## src/sv/nshf_mul.sv

```systemverilog
module nshf_mul #(
  parameter int unsigned W = 17
) (
  input  logic                clk_i,
  input  logic signed [W-1:0] a_i,
  input  logic signed [W-1:0] b_i,
  output logic signed [2*W-1:0] p_o
);

  // Registered signed product; the sequencer collects it in the following cycle.
  always_ff @(posedge clk_i) begin
    p_o <= a_i * b_i;
  end

endmodule

```

## config.mk

```make
export PLATFORM = sky130hd
export DESIGN_NAME = nshf_mul
export DESIGN_NICKNAME = d
export VERILOG_FILES = /design/src/sv/nshf_mul.sv
export SDC_FILE = /design/constraint.sdc
export NUM_CORES = 1
export LEC_CHECK = 0
export ABC_AREA = 1
export BUFFER_PORTS_ARGS = -buffer_cell sky130_fd_sc_hd__buf_2
export CORE_ASPECT_RATIO = 0.5
export CORE_UTILIZATION = 65
export CTS_CLUSTER_SIZE = 16
export DETAILED_ROUTE_END_ITERATION = 8
export PLACE_DENSITY = 0.84
export SLEW_MARGIN = 10
export SYNTH_ARGS = -nofsm -noshare
export SYNTH_HDL_FRONTEND = slang
export SYNTH_SLANG_ARGS = --single-unit
```

## constraint.sdc

```tcl
create_clock -name clk_i -period 6.2 [get_ports clk_i]
set_input_delay 0.31 -clock clk_i [delete_from_list [all_inputs] [get_ports clk_i]]
set_output_delay 0.31 -clock clk_i [all_outputs]
set_load 0.005 [all_outputs]
```

Word-level counts from Yosys, hierarchy flattened

Cells that the tools add are included.

Register bits: 34
Bits in latches: 0
Bits in writable memories: 0
ROM bits: 0
Bits of input ports: 35
Output and inout bits: 34
Word-level logic and storage cells: 2
Memories kept: 0

$add $sub $neg: 0
$mul: 1
Div/mod/pow operators: 0
Magnitude comparators: 0
Eq/ne operators: 0
Shift-type cells: 0
Muxes and demuxes: 0
Bitwise operators: 0
Reduce and logical (&&, ||, !) cells: 0

Operators by type and width:

| operator                                       | count |
|---|---|
| 17-bit by 17-bit multiplier with 34-bit output | 1 |

Depth between registers and ports, before layout

Depth in word-level cells: 1
Mapped depth: 29
Mapped depth without buffers: 27

Worst setup path before layout

No wires, ideal clock.

Path type: input-to-reg
Start point: input port a_i[16]
End point: register p_o[33]
Setup time: 112 ps
Arrival: 5347 ps
Required time: 6088 ps
Path slack: 741 ps
Cell stages on the path: 20
Path buffers: 2
Cell sequence: clkbuf_1 > clkbuf_1 > nand2_1 > inv_1 > fa_1 > fa_1 > fa_1 > fa_1 > inv_1 > fa_1 > fa_1 > inv_1 > ha_1 > inv_1 > nor3_1 > and2_1 > and2_1 > a21oi_1 > nand2_1 > nand2_1

Longest elaborated chain between the ends: 1

RTL lines:

| what                                           | RTL line | RTL |
|---|---|---|
| start: declaration                             | 5        | `input logic signed [W-1:0] a_i,` |
| 17-bit by 17-bit multiplier with 34-bit output | 12       | `p_o <= a_i * b_i;` |
| end signal: assignment                         | 12       |  |
| end: declaration                               | 7        | `output logic signed [2*W-1:0] p_o` |

Every way passes these cells.

Worst setup path after layout

Start point: input port b_i[5]
End point: register p_o[32]

Longest elaborated chain between the ends: 1

RTL lines:

| what                                           | RTL line | RTL |
|---|---|---|
| start: declaration                             | 6        | `input logic signed [W-1:0] b_i,` |
| 17-bit by 17-bit multiplier with 34-bit output | 12       |  |

Every way passes these cells.

==> summary.md <==
| Metric | Value |
|---|---|
| Distinct cells, synth | `27` |
| Crit Path Max Fanout | `17` |
| Detailed Route Iter0 Violations | `between 700 and 800` |
| Vias per inst | `about 5.3` |
| Final setup vio count | `0` |
| Seq/Total Area, Yosys | `around 5.4%` |
| Die area | `between 0.015 and 0.02 mm2` |
| CTS root buffer | `clkbuf_16` |
| Clk sinks | `34` |
| Most common cell after layout, fill and taps aside | `inv_1` |
| WHS Path Cells | `3` |
| Worst hold endpoint | `p_o[0]` |
| Final Hold Vio Count | `0` |
| Max Fclk | `approximately 180 MHz` |
| Seq cells post-synth | `34` |
| CTS Buffer Depth | `2` |
| Least-Margin Pin Slew | `0.602 ns` |
| First drt pass iteration count | `5` |
| RSZ-0062 raised after global routing | `false` |
| Mapped Cells | `approximately 1600` |
| Post-CTS Setup Bufs | `0` |
| First-pass GRT wire length | `between 50000 and 60000 um` |
| Arrival @ worst endpoint | `5.78 ns` |
| Gr usage total | `between 30% and 40%` |
| Layout area overhead | `5.06%` |
| Chip Width | `between 150 and 200 um` |
| Grt ovf | `0` |
| CTS resizes | `0` |
| Rel. slew slack | `between 50% and 60%` |
| Port Buffers | `just under 70` |
| Commonest cells after routing, fill and taps aside | `inv_1, nand2_1, fa_1, ha_1, buf_2` |
| Largest Register | `p_o` |
| Crit. End Element | `register` |
| Share of post-route cells with drive strength above 1 | `6.27%` |
| H-tree depth | `2` |
| Max FFs per register | `34` |
| Setup TNS | `0 ns` |
| Routed Wire Length | `around 30000 um` |
| Mapped Avg Cell Area | `just under 8 um2` |
| Yosys top cell area share | `a little under half` |
| Cts bufs inserted | `5` |
| CTS tree | `done` |
| Top cells by area, synth | `fa_1, inv_1, nand2_1` |
| Slew Viols, Final | `0` |
| Fin crit period | `~5.6 ns` |
| Hold/Removal Path Class | `in2reg` |
| Syn_nets | `between 2000 and 2500` |
| Synthesis Warnings | `0` |
| Top cell type by total area after synthesis | `fa_1` |
| Residual DRC | `0` |
| DP Wirelength | `roughly 26000 um` |
| Worst Path Required | `~6.4 ns` |
| Cell Count, Final, Fillers Out | `roughly 1900` |
| DRT antenna net count | `0` |
| Max-cap violations | `0` |
| Initial core utilization | `between 60% and 70%` |
| Vias | `10007` |
| Period utilisation layout | `between 90% and 100%` |
| Number of diodes | `0` |
| Num rows | `35` |
| CP Class | `in2reg` |
| Worst Setup SP | `b_i[5]` |
| Vias in the first global route | `approximately 11000` |
| Crit start category | `input port` |
| Drt wl/cell | `between 15 and 20 um` |
| Gpl congestion | `~0.92` |
| Placed cells | `roughly 1900` |
| Hold Buf Count CTS | `0` |
| NumNets Final | `2057` |
| Pin count of the biggest net entering global routing | `19` |
| Clock transition at path regs | `around 0.060 ns` |
| Biggest regs | `p_o: 34 flops` |
| Hold Startpoint | `b_i[0]` |
| Initial antenna violation count | `0` |
| Area of the core | `0.0187 mm2` |
| Synth Cell Area | `0.0126 mm2` |
| Status | `complete, no violations` |
| Die span in y | `roughly 100 um` |
| Num ports | `between 60 and 70` |
[final cells by class]
cell class	count	area (um2)
multi-input combinational	1017	9720
tap	259	324
clock inverter	3	68.8
clock buffer	5	125
timing repair buffer	72	370
sequential	34	681
inverter	511	1920
fill	1484	5440
[Yosys cell counts, drive strengths merged]
| master | instances |
|---|---|
| nand3b | 4 |
| nor2 | 56 |
| nand4 | 10 |
| o21a | 1 |
| inv | 511 |
| o21ai | 8 |
| dfxtp | 34 |
| clkbuf | 67 |
| xnor2 | 4 |
| ha | 85 |
| nor3 | 8 |
| xor2 | 16 |
| nand3 | 29 |
| a21oi | 30 |
| o21bai | 6 |
| fa | 296 |
| and2 | 3 |
| nand2 | 457 |
| or2 | 3 |
| a21o | 1 |
[worst max-delay path by stage]
stage	to	slack, ns	cells past startpoint
after floorplan	p_o[33]	0.74	20
after global placement	p_o[33]	0.58	19
after detailed placement	p_o[33]	0.34	19
after CTS	p_o[33]	0.61	19
after global routing	p_o[33]	0.28	20
final	p_o[32]	0.59	19
[critical path, stage by stage]
cell,delay (ns)
buf_2,0.40
nand2_1,0.24
fa_1,0.59
inv_1,0.08
fa_1,0.79
fa_1,0.54
fa_1,0.51
fa_1,0.50
inv_1,0.05
fa_1,0.48
inv_1,0.04
ha_1,0.36
nand2_1,0.17
nor2_1,0.16
nand2_1,0.10
nor3_1,0.16
nand2_1,0.13
nand3_1,0.12
nand2_1,0.05
[metrics by stage]
step | utilization (%) | hold WS (ns) | area, um2 | setup slack, ns
5_1_grt | 70.8 | 0.497 | 13200 | 0.282
3_5_place_dp | 69.8 | 0.686 | 13000 | 0.342
4_1_cts | 70.8 | 0.472 | 13200 | 0.615
6_report | 70.8 | 0.490 | 13200 | 0.589
3_3_place_gp | 69.8 | 0.686 | 13000 | 0.576
2_1_floorplan | - | 0.594 | 12600 | 0.741
[per-layer routing]
| layer | part of all wire [%] | track usage, % | vias to the layer above |
|---|---|---|---|
| met5 | 0 | 0 | - |
| met2 | 46 | 55.2 | 519 |
| li1 | - | - | 4545 |
| met3 | 10 | 7.19 | 68 |
| met4 | 2.3 | 9.41 | 0 |
| met1 | 41 | 45.7 | 4875 |
[kinds of logic after synthesis]
family                   share of synthesized area [%]
XOR/XNOR                                          1.39
flip-flops                                        5.41
adder cells (fa/ha/maj)                           55.6
AO/OA/AOI/OAI                                     1.99
buffers and inverters                             17.3
AND/OR/NAND/NOR                                   18.4
Power is not shown: default switching activity piles up to over one toggle a cycle in this logic, so the estimate is an artifact.
