===== src/sv/nshf_pkg.sv =====
package nshf_pkg;

  // Operation codes carried in the low bits of the input tdata.
  typedef enum logic [1:0] {
    OP_CLEAR  = 2'd0,
    OP_APPEND = 2'd1,
    OP_QUERY  = 2'd2,
    OP_NONE   = 2'd3
  } op_e;

  // Sequencer states of the query walk.
  typedef enum logic [2:0] {
    ST_IDLE,
    ST_FETCH,
    ST_LOAD,
    ST_MUL,
    ST_CHECK,
    ST_DIV,
    ST_DONE
  } state_e;

  // Width of the op field and of the fraction field in the packed result item.
  localparam int unsigned OP_BITS       = 2;
  localparam int unsigned OUT_FRAC_BITS = 16;

endpackage


===== src/sv/nshf_div.sv =====
module nshf_div #(
  parameter int unsigned NW = 35,
  parameter int unsigned FB = 16
) (
  input  logic          clk_i,
  input  logic          rst_ni,
  input  logic          start_i,
  input  logic [NW-1:0] num_i,
  input  logic [NW-1:0] den_i,
  output logic          done_o,
  output logic [FB-1:0] quot_o
);

  import nshf_pkg::*;

  localparam int unsigned CNT_W = $clog2(FB + 1);

  logic [NW:0]      rem_q, rem_d;
  logic [NW-1:0]    den_q;
  logic [FB-1:0]    quot_q, quot_d;
  logic [CNT_W-1:0] cnt_q, cnt_d;
  logic             busy_q, busy_d;
  logic             done_q, done_d;
  logic [NW:0]      shifted;

  // One restoring step per cycle: shift, compare, subtract.
  always_comb begin
    shifted = {rem_q[NW-1:0], 1'b0};
    rem_d   = rem_q;
    quot_d  = quot_q;
    cnt_d   = cnt_q;
    busy_d  = busy_q;
    done_d  = 1'b0;
    if (start_i) begin
      rem_d  = {1'b0, num_i};
      quot_d = '0;
      cnt_d  = '0;
      busy_d = 1'b1;
    end else if (busy_q) begin
      if (shifted >= {1'b0, den_q}) begin
        rem_d  = shifted - {1'b0, den_q};
        quot_d = {quot_q[FB-2:0], 1'b1};
      end else begin
        rem_d  = shifted;
        quot_d = {quot_q[FB-2:0], 1'b0};
      end
      cnt_d = cnt_q + 1'b1;
      if (cnt_q == CNT_W'(FB - 1)) begin
        busy_d = 1'b0;
        done_d = 1'b1;
      end
    end
  end

  always_ff @(posedge clk_i or negedge rst_ni) begin
    if (!rst_ni) begin
      busy_q <= 1'b0;
      done_q <= 1'b0;
      cnt_q  <= '0;
    end else begin
      busy_q <= busy_d;
      done_q <= done_d;
      cnt_q  <= cnt_d;
    end
  end

  always_ff @(posedge clk_i) begin
    rem_q  <= rem_d;
    quot_q <= quot_d;
    if (start_i) begin
      den_q <= den_i;
    end
  end

  assign done_o = done_q;
  assign quot_o = quot_q;

endmodule


===== config.mk =====
export PLATFORM = sky130hd
export DESIGN_NAME = nshf_div
export DESIGN_NICKNAME = d
export VERILOG_FILES = /design/src/sv/nshf_pkg.sv /design/src/sv/nshf_div.sv
export SDC_FILE = /design/constraint.sdc
export NUM_CORES = 1
export LEC_CHECK = 0
export BUFFER_PORTS_ARGS = -buffer_cell sky130_fd_sc_hd__buf_2
export CORE_AREA = 3 3 93 117
export DETAILED_ROUTE_END_ITERATION = 7
export DIE_AREA = 0 0 96 120
export PLACE_DENSITY = 0.83
export SLEW_MARGIN = 0
export SYNTH_ARGS = -nofsm -noshare
export SYNTH_HDL_FRONTEND = slang
export SYNTH_SLANG_ARGS = --single-unit

===== constraint.sdc =====
create_clock -name clk_i -period 6.7 [get_ports clk_i]
set_clock_uncertainty 0.1 [all_clocks]
set_input_delay 1.005 -clock clk_i [delete_from_list [all_inputs] [get_ports clk_i]]
set_output_delay 1.005 -clock clk_i [all_outputs]
set_load 0.1 [all_outputs]

* After elaboration in Yosys (flattened, before gate mapping)
Index checks and enable logic that the tools add are counted.
** Storage, ports and cells
- Output and inout port bits :: 17
- Flip-flop bits (word level) :: 93
- Word-level logic and storage cells :: 23
- Input bits :: 73
** Operators by class
- Reductions and logical operators :: 1
- Magnitude comparators :: 1
- Mux-type cells :: 12
- $add $sub $neg :: 2
- Equal/unequal tests :: 1
** Operator list (number)
- two-way mux 35 bit :: 3
- greater-or-equal comparator 36 x 35 -> 1 bit :: 1
- subtractor 35 bit :: 1
- two-way mux 5 bit :: 2
- two-way mux 1 bit :: 7
- adder 5 x 1 -> 5 bit (second input constant) :: 1
- equality test 5 x 4 -> 1 bit (second input constant) :: 1
- nonzero test 2 bit :: 1

* Longest topological paths before layout
Gate-level depths: netlist of run 1.
- Depth after elaboration :: 4
- Depth in mapped cells :: 12
- Gate-level depth less buffers :: 11

* Least setup slack after synthesis of run 1
OpenSTA, ideal clock, no wires.
- Kind :: register -> register
- Start :: register rem_q[0]
- End :: register rem_q[33] (data pin)
- Cell stages (with the launch flop) :: 11
- Data required time :: 6339 ps
- Data arrival time :: 2689 ps
- Setup time :: 261 ps
- Path buffers :: 1
- Slack :: 3651 ps
- Cells stage by stage :: edfxtp_1 -> fa_1 -> a211oi_1 -> o2111ai_1 -> nand3_2 -> o2111ai_4 -> a2111oi_4 -> or3_1 -> buf_4 -> nor2_4 -> a221o_1
** On the way
- Cells in the longest elaborated chain, start to end :: 4
- Elaborated cells on any way between the ends :: 5
- Classes of those cells :: add/sub (1); order compare (1); mux (3)
** RTL lines
- start: declaration :: RTL line nshf_div.sv:18 : logic [NW:0] rem_q, rem_d;
- start signal: assignment :: RTL line nshf_div.sv:68 : rem_q <= rem_d;
- subtractor 35 bit or greater-or-equal comparator 36 x 35 -> 1 bit (tied branches) :: RTL line nshf_div.sv:41, nshf_div.sv:40
- two-way mux 35 bit (*) :: RTL line nshf_div.sv:40 : if (shifted >= {1'b0, den_q}) begin
- two-way mux 35 bit (*) :: RTL line nshf_div.sv:39 : end else if (busy_q) begin
- two-way mux 35 bit (*) :: RTL line nshf_div.sv:34 : if (start_i) begin
- net rem_d[33] :: RTL line nshf_div.sv:18
The timed path passes the listed nets; every way through them passes the cells marked *. The select of a mux whose other input is x is not followed.
A chain may end at the register's enable or synchronous reset.

* Worst setup path after layout of run 1
- Start :: register rem_q[9]
- End :: register rem_q[33] (data pin)
Same word-level chain as after synthesis.

==> flow_metrics.tcl, run 1 <==
set metrics [dict create \
    postCtsHoldBufs 0 \
    h-tree-depth 3 \
    multiInputGateArea_um2 3090 \
    layout.area.seq_um2 2600 \
    drt_pre_antenna_iters 5 \
    via_per_inst 5.91 \
    hp-class "primary input to async pin" \
    post_cts_buffers 0 \
    slew_violations 0 \
    netlist_top_cells_count "edfxtp_1, nand2_1, nor2_1" \
    cp-end-kind "register" \
    worst_skew_pair.late_latency_ns 0.35 \
    synth-seq-area-share_pct 43.1 \
    die_width_um 96 \
    synth_warnings 0 \
    period_share_pct 58.2 \
    crit_path_max_incr_delay_ns 0.79 \
    p_sw_mw 1.41 \
    rows 41 \
    drive_above_1_share_pct 17.7 \
    synth_top_family_by_area "compound AO/OA/AOI/OAI gates" \
    critPathLaunch "rem_q[9]$_DFFE_PP_" \
    yosysTopAreaCell "edfxtp_1" \
    worstMarginPinSlew_ns 1.05 \
    synthCells 614 \
    slew-limit-headroom_pct 30.1 \
    yosysMostFrequentCell "edfxtp_1" \
    synth-simple-area-share_pct 15.2 \
    antenna_found_initial 0 \
    tritoncts "built" \
    hold_violations 0 \
    overflow 0 \
    synth_enable_flop_cells 70 \
    nets 795 \
    r2r_start "rem_q[9]$_DFFE_PP_" \
    status "completed" \
    synthFlopType "edfxtp_1" \
    setup_viol 0 \
    rsz0062_at_grt "false" \
    place_congestion 0.944 \
    initial_core_util_pct 60.3 \
    synth_top_area_share_pct 34.9 \
    layout_setup_ws_ns 2.80 \
    wl_per_cell_um 17.1 \
    path_class "register to register" \
    grt_max_degree 75 \
    power.density_nw_per_um2 470 \
    drt_first_iter_violations 243 \
    cp_max_fo 19 \
    cp_data_arrival_time_ns 3.89 \
    syn-cell-area_um2 6030 \
    clkTransAtPathRegs_ns 0.08 \
    synth_cell_type_count 65 \
    power_frac_clock_pct 16.8 \
    synth_compound_area_share_pct 17.1 \
    drv_cap 0 \
    seq_power_share_pct 27.3 \
    drcViolationCount 0 \
    synth_async_sr_flop_share_pct 7.53 \
    ys_seq_elements 93 \
    synth_xor_area_share_pct 4.80 \
    core_area_um2 10000 \
    cts_root_buffer "clkbuf_16" \
    cp_slowest_cell "nor3_4" \
    layout_min_cycle_time_ns 3.90 \
    numCtsBuffers 9 \
    syn_area_per_cell_um2 9.82 \
    io_pins 90 \
    crit_chain "ha_1 -> nand2_1 -> or3_4 -> nand4b_4 -> o211ai_2 -> a21oi_1 -> nor3_4 -> buf_4 -> nor3b_1 -> a221o_1" \
    combPwrFrac_pct 55.8 \
    synth_area_leaders "edfxtp_1, ha_1, mux2i_1" \
    cts_max_path_buffers 2 \
    drtAntennaViolNets 0 \
    first_global_vias 4898 \
    fill_cells 817 \
    grt_pass1_wl_um 23000 \
    max_freq_ghz 0.256 \
    p_int_mw 1.78 \
    synth_fa_ha_area_share_pct 8.01 \
    track_usage_pct 25.3 \
    portBuffers 89 \
    cts_resized 0 \
    switching_share_pct 44.2 \
    place_ws_ns 2.83 \
    wl_um 14000 \
    cts_sinks 93 \
    syn_nets 725 \
    cp-start-kind "register" \
    areaGrowthSynthToFinish_pct 12.6 \
    worstPathRequired_ns 6.69 \
    ir_worst_vdd_v 0.000312 \
    synthMuxAreaShare_pct 6.14 \
    via_count 4836 \
    die_area_um2 11500 \
    p_leak_nw 3.09 \
    die_y_um 120 \
    dp_hpwl_um 10200 \
    insertedDiodeCount 0 \
    setup-tns-final_ns 0 \
]
==> critical path, delay by kind of cell, from the launching register on <==
kind                     cells  cell delay (ns)
AO/OA/AOI/OAI                3             0.64
AND/OR/NAND/NOR              5             1.62
buffers and inverters        1             0.42
flip-flops                   1             0.41
adder cells (fa/ha/maj)      1             0.44
==> power by group through the flow <==
| stage | clock network [mW] | registers, mW | logic [mW] |
|---|---|---|---|
| floorplan | 0 | 0.888 | 1.40 |
| global placement | 0 | 0.876 | 1.72 |
| detailed placement | 0 | 0.879 | 1.75 |
| CTS | 0.544 | 0.870 | 1.76 |
| global route | 0.563 | 0.884 | 1.95 |
| finish | 0.537 | 0.872 | 1.78 |
==> area by class of cell <==
cell class | instances | area share, %
Tap cell | 129 | 2.38
Clock inverter | 6 | 0.940
Sequential cell | 93 | 38.3
Timing Repair Buffer | 91 | 6.82
Multi-Input combinational cell | 445 | 45.5
Inverter | 44 | 2.43
Clock buffer | 10 | 3.69
==> flip-flops by register name, indices dropped and copies added (netlist names) <==
register  count
cnt_q         5
busy_q        1
rem_q        35
done_o        1
quot_o       16
den_q        35
==> cells by family (layout without fill, tap and decap cells) <==
group	count (synthesis)	after routing
AOI/OAI and AO/OA	152	152
xor gates and xnor gates	33	33
adders and majority gates	38	38
buffers and inverters	76	151
DFF	93	93
muxes	37	37
and+or+nand+nor	185	185
==> final timing paths <==
kind | end | slack [ns] | depth (start not counted)
setup / recovery | rem_q[33]$_DFFE_PP_ | 2.80 | 10
hold / removal | busy_q$_DFF_PN0_ | 0.37 | 1
setup reg to reg | rem_q[33]$_DFFE_PP_ | 2.80 | 10
hold reg to reg | quot_o[15]$_SDFFE_PP0P_ | 0.41 | 2
max in group asynchronous | cnt_q[1]$_DFFE_PN0P_ | 5.98 | 1
min in group clk_i | quot_o[15]$_SDFFE_PP0P_ | 0.41 | 2
==> routing by layer <==
metal  GRT usage (%)  share of wire [%]
met5               0                  0
met4            9.34                2.7
met3            4.01                5.3
met2            43.7                 51
met1            31.2                 41
==> cells in the final DEF (no fill, tap or decap), types with 5 or more instances in the layout <==
| master | count |
|---|---|
| buf_2 | 88 |
| o21ai_1 | 23 |
| mux2i_1 | 37 |
| nand2b_1 | 7 |
| nand2_1 | 58 |
| o211ai_1 | 13 |
| edfxtp_1 | 70 |
| nor3b_1 | 7 |
| inv_1 | 43 |
| ha_1 | 37 |
| a221o_1 | 7 |
| nor3_1 | 9 |
| xnor2_1 | 16 |
| a21o_1 | 11 |
| dfxtp_1 | 16 |
| nand3b_1 | 6 |
| a21oi_1 | 33 |
| nand4_1 | 9 |
| o21ai_0 | 24 |
| clkbuf_16 | 10 |
| dfrtp_1 | 7 |
| nor2_1 | 54 |
| o21a_1 | 5 |
| nand3_1 | 15 |
| xor2_1 | 17 |
==> metrics by stage <==
step | total power, mW | cells | hold slack, ns | cell area (µm²) | utilization, %
3_3_place_gp | 2.60 | 802 | 0.370 | 6470 | 64.7
6_report | 3.19 | 818 | 0.371 | 6790 | 67.9
4_1_cts | 3.18 | 818 | 0.365 | 6790 | 67.9
3_5_place_dp | 2.62 | 802 | 0.393 | 6470 | 64.7
5_1_grt | 3.40 | 818 | 0.369 | 6790 | 67.9
2_1_floorplan | 2.29 | 614 | 0.397 | 6030 | -
No activity file was read; power rests on OpenSTA's default activity.
==> run 2: changes to the inputs <==
--- a/config.mk
+++ b/config.mk
@@ -6,10 +6,10 @@
 export NUM_CORES = 1
 export LEC_CHECK = 0
 export BUFFER_PORTS_ARGS = -buffer_cell sky130_fd_sc_hd__buf_2
-export CORE_AREA = 3 3 93 117
+export CORE_AREA = 3 3 96 120
 export DETAILED_ROUTE_END_ITERATION = 7
-export DIE_AREA = 0 0 96 120
-export PLACE_DENSITY = 0.83
+export DIE_AREA = 0 0 99 123
+export PLACE_DENSITY = 0.79
 export SLEW_MARGIN = 0
 export SYNTH_ARGS = -nofsm -noshare
 export SYNTH_HDL_FRONTEND = slang
==> constraint.sdc (replaced) <==
create_clock -name clk_i -period 3.6 [get_ports clk_i]
set_clock_uncertainty 0.1 [all_clocks]
set_input_delay 0.54 -clock clk_i [delete_from_list [all_inputs] [get_ports clk_i]]
set_output_delay 0.54 -clock clk_i [all_outputs]
set_load 0.1 [all_outputs]
==> flow_metrics.tcl, run 2 (same netlist as run 1, synthesis figures left out) <==
set metrics [dict create \
    r2r-end "rem_q[33]$_DFFE_PP_" \
    die_area_um2 12200 \
    drtAntennaViolNets 0 \
    ir_worst_vdd_v 0.000496 \
    worst_skew_pair.late_latency_ns 0.36 \
    wl_um 14200 \
    dp_hpwl_um 10500 \
    via_count 4922 \
    clkTransAtPathRegs_ns 0.08 \
    power_frac_clock_pct 16.3 \
    drt_pre_antenna_iters 5 \
    initial_core_util_pct 57.1 \
    drive_above_1_share_pct 18.6 \
    crit_path_max_incr_delay_ns 0.51 \
    p_leak_nw 3.14 \
    numCtsBuffers 9 \
    rsz0062_at_grt "false" \
    critPathLaunch "rem_q[0]$_DFFE_PP_" \
    hold_violations 0 \
    setup_viol 0 \
    hold_slack_ns 0.253 \
    grt_pass1_wl_um 23300 \
    combPwrFrac_pct 56.7 \
    tritoncts "built" \
    worstPathRequired_ns 3.60 \
    cp-end-kind "register" \
    io_pins 90 \
    die_y_um 123 \
    final_cell_count_no_fill 830 \
    h-tree-depth 3 \
    overflow 0 \
    via_per_inst 5.93 \
    rows 42 \
    max_freq_ghz 0.292 \
    crit_chain "fa_1 -> a211oi_1 -> o2111ai_1 -> nand3_2 -> o2111ai_4 -> a2111oi_4 -> or3_1 -> nor2_4 -> a221o_1" \
    drcViolationCount 0 \
    switching_share_pct 44.1 \
    period_share_pct 95.1 \
    nets 804 \
    cp-start-kind "register" \
    cts_sinks 93 \
    insertedDiodeCount 0 \
    postCtsHoldBufs 1 \
    dp_cells 813 \
    p_sw_mw 2.66 \
    power.density_nw_per_um2 875 \
    final_common_cell "buf_2" \
    post_cts_buffers 0 \
    core_area_um2 10600 \
    status "completed" \
    drt_first_iter_violations 257 \
    worstMarginPinSlew_ns 0.936 \
    crit_end "rem_q[33]$_DFFE_PP_" \
    cp_slowest_cell "fa_1" \
    regToRegSetupSlack_ns 0.17 \
    first_global_vias 4928 \
    slew-limit-headroom_pct 37.6 \
    slew_violations 0 \
    reg2regPathDepth 9 \
    path_class "register to register" \
    final_cell_mix "buf_2, edfxtp_1, nand2_1" \
    cts_root_buffer "clkbuf_16" \
    cp_data_arrival_time_ns 3.42 \
    p_int_mw 3.37 \
    areaGrowthSynthToFinish_pct 14.3 \
    seq_power_share_pct 27.0 \
    track_usage_pct 23.9 \
    place_congestion 0.945 \
    hp-start "den_i[3]" \
    grt_max_degree 136 \
    drv_cap 0 \
    cp_max_fo 6 \
    r2r_start "rem_q[0]$_DFFE_PP_" \
    setup-tns-final_ns 0 \
    antenna_found_initial 0 \
    cts_resized 0 \
    die_width_um 99 \
    layout_min_cycle_time_ns 3.43 \
    cts_max_path_buffers 2 \
    hp-class "primary input to register" \
    wl_per_cell_um 17.2 \
    power_mw 6.03 \
    portBuffers 89 \
]
[run 2: through the flow]
step / instance area (µm²) / setup WS, ns / util (%)
floorplan: 6030 / 0.551 / -
global placement: 6560 / 0.344 / 62.1
detailed placement: 6560 / 0.236 / 62.1
CTS: 6890 / 0.197 / 65.2
global route: 6890 / 0.00724 / 65.2
finish: 6890 / 0.175 / 65.2
[run 2: how the worst min path moves through the flow]
stage | endpoint | slack [ns] | depth (start not counted)
floorplan | busy_q$_DFF_PN0_ | 0.14 | 0
global route | den_q[3]$_DFFE_PP_ | 0.25 | 1
finish | den_q[3]$_DFFE_PP_ | 0.25 | 1
detailed placement | busy_q$_DFF_PN0_ | 0.27 | 1
global placement | done_o$_DFF_PN0_ | 0.27 | 1
CTS | den_q[4]$_DFFE_PP_ | 0.25 | 1
[run 2: power by group through the flow]
| stage | Clock [mW] | Combinational, mW | Sequential (mW) |
|---|---|---|---|
| 2_1_floorplan | 0 | 2.61 | 1.65 |
| 3_3_place_gp | 0 | 3.28 | 1.63 |
| 3_5_place_dp | 0 | 3.36 | 1.64 |
| 4_1_cts | 0.995 | 3.39 | 1.63 |
| 5_1_grt | 1.03 | 3.74 | 1.66 |
| 6_report | 0.982 | 3.42 | 1.63 |
[run 2: area by class of cell]
| cell class | count | area (µm²) |
|---|---|---|
| Clock inverter | 7 | 93.8 |
| Fill cell | 873 | 3670 |
| Inverter | 44 | 165 |
| Clock buffer | 9 | 225 |
| Timing Repair Buffer | 100 | 558 |
| Multi-Input combinational cell | 445 | 3090 |
| Tap cell | 132 | 165 |
| Sequential cell | 93 | 2600 |
[run 2: routing by layer]
layer / vias up / share of wire (%) / GRT usage (%) / routed length (µm)
met5: - / 0 / 0 / 0
met4: 0 / 2.4 / 9.56 / 345
met3: 26 / 4.1 / 2.82 / 590
met2: 149 / 52 / 43.2 / 7380
met1: 2341 / 42 / 29.0 / 5920
li1: 2406 / - / - / -
[run 2: critical path, delay by kind of cell (launching register included)]
family                     cells  cell delay, ns
and+or+nand+nor                3            0.63
adders and majority gates      1            0.51
DFF                            1            0.45
AOI/OAI and AO/OA              5            1.49
==> run 3: changes to the inputs <==
==> constraint.sdc (replaced) <==
create_clock -name clk_i -period 3.9 [get_ports clk_i]
set_clock_uncertainty 0.1 [all_clocks]
set_input_delay 0.585 -clock clk_i [delete_from_list [all_inputs] [get_ports clk_i]]
set_output_delay 0.585 -clock clk_i [all_outputs]
set_load 0.1 [all_outputs]
==> flow_metrics.tcl, run 3 (same netlist as run 1, synthesis figures left out) <==
set metrics [dict create \
    initial_core_util_pct 57.1 \
    status "completed" \
    place_congestion 0.946 \
    worst_skew_pair.late_latency_ns 0.35 \
    areaGrowthSynthToFinish_pct 13.1 \
    cts_resized 0 \
    multiInputGateArea_um2 3090 \
    overflow 0 \
    drt_first_iter_violations 256 \
    wl_met3_um 751 \
    worstMarginPinSlew_ns 0.923 \
    slew-limit-headroom_pct 38.5 \
    post_cts_buffers 0 \
    crit_chain "ha_1 -> nand3_1 -> or3_4 -> nand4b_4 -> o211ai_2 -> a21oi_1 -> nor3_4 -> buf_4 -> nor3b_1 -> a221o_1" \
    first_global_vias 4963 \
    setup_viol 0 \
    setup-tns-final_ns 0 \
    grt_max_degree 64 \
    wl_met1_um 5810 \
    layout_setup_ws_ns 0.354 \
    path_class "register to register" \
    hp-class "primary input to register" \
    layout.area.seq_um2 2600 \
    final_common_cell "buf_2" \
    post-route-util_pct 64.5 \
    grt_pass1_wl_um 23500 \
    critical-path-top-delay-family "simple AND/OR/NAND/NOR gates" \
    cp_slowest_cell "nor3_4" \
    max_freq_ghz 0.282 \
    die_width_um 99 \
    dp_hpwl_um 10700 \
    power.density_nw_per_um2 801 \
    portBuffers 89 \
    wl_um 14300 \
    cp_max_fo 12 \
    drv_cap 0 \
    drcViolationCount 0 \
    io_pins 90 \
    track_usage_pct 24.3 \
    antenna_found_initial 0 \
    postCtsHoldBufs 1 \
    cts_sinks 93 \
    die_area_um2 12200 \
    fill_cells 899 \
    via_count 4909 \
    tritoncts "built" \
    hp-start "den_i[6]" \
    critPathLaunch "rem_q[12]$_DFFE_PP_" \
    drt_pre_antenna_iters 5 \
    h-tree-depth 3 \
    p_leak_nw 3.10 \
    nets 799 \
    critical_path_buf_inv_count 1 \
    numCtsBuffers 9 \
    rows 42 \
    cp-start-kind "register" \
    layout_min_cycle_time_ns 3.55 \
    cts_max_path_buffers 2 \
    cp-end-kind "register" \
    route.met2.wl_um 7360 \
    highest_layer "met4" \
    worstPathRequired_ns 3.89 \
    cp_data_arrival_time_ns 3.53 \
    final_cell_mix "buf_2, edfxtp_1, nand2_1" \
    place_ws_ns 0.417 \
    core_area_um2 10600 \
    via_per_inst 5.95 \
    hold_violations 0 \
    regToRegSetupSlack_ns 0.35 \
    die_y_um 123 \
    slew_violations 0 \
    rsz0062_at_grt "false" \
    drive_above_1_share_pct 18.0 \
    power_mw 5.46 \
    cts_root_buffer "clkbuf_16" \
    wl_per_cell_um 17.3 \
    period_share_pct 90.9 \
    r2r_start "rem_q[12]$_DFFE_PP_" \
    insertedDiodeCount 0 \
    clkTransAtPathRegs_ns 0.08 \
    crit_path_max_incr_delay_ns 0.54 \
    ir_worst_vdd_v 0.000389 \
    hold_slack_ns 0.309 \
    drtAntennaViolNets 0 \
]
run 3: per-layer routing:
layer | vias to the layer above | global-route usage [%]
met2 | 151 | 43.9
met3 | 28 | 4.35
met4 | 0 | 8.80
met5 | - | 0
li1 | 2384 | -
met1 | 2346 | 28.8
run 3: through the flow:
step	area, µm²	std cells
detailed placement	6500	808
floorplan	6030	614
finish	6810	825
CTS	6810	825
global placement	6500	808
global route	6810	825
run 3: cell type report:
type | count | area share [%]
clock buffer | 9 | 3.31
inverter | 44 | 2.42
timing repair buffer | 95 | 7.27
clock inverter | 7 | 1.16
tap | 132 | 2.42
multi-input combinational | 445 | 45.3
sequential | 93 | 38.1
run 3: path summary, 6_finish.rpt:
check / endpoint / cells past startpoint
setup / recovery: rem_q[21]$_DFFE_PP_ / 10
hold / removal: den_q[6]$_DFFE_PP_ / 1
setup reg to reg: rem_q[21]$_DFFE_PP_ / 10
hold reg to reg: quot_o[12]$_SDFFE_PP0P_ / 2
max in group asynchronous: cnt_q[2]$_DFFE_PN0P_ / 2
min in group asynchronous: cnt_q[3]$_DFFE_PN0P_ / 2
run 3: power breakdown:
part	total (mW)	switching, mW	internal, mW
Combinational	3.07	1.85	1.22
Clock	0.891	0.436	0.456
Sequential	1.50	0.136	1.36
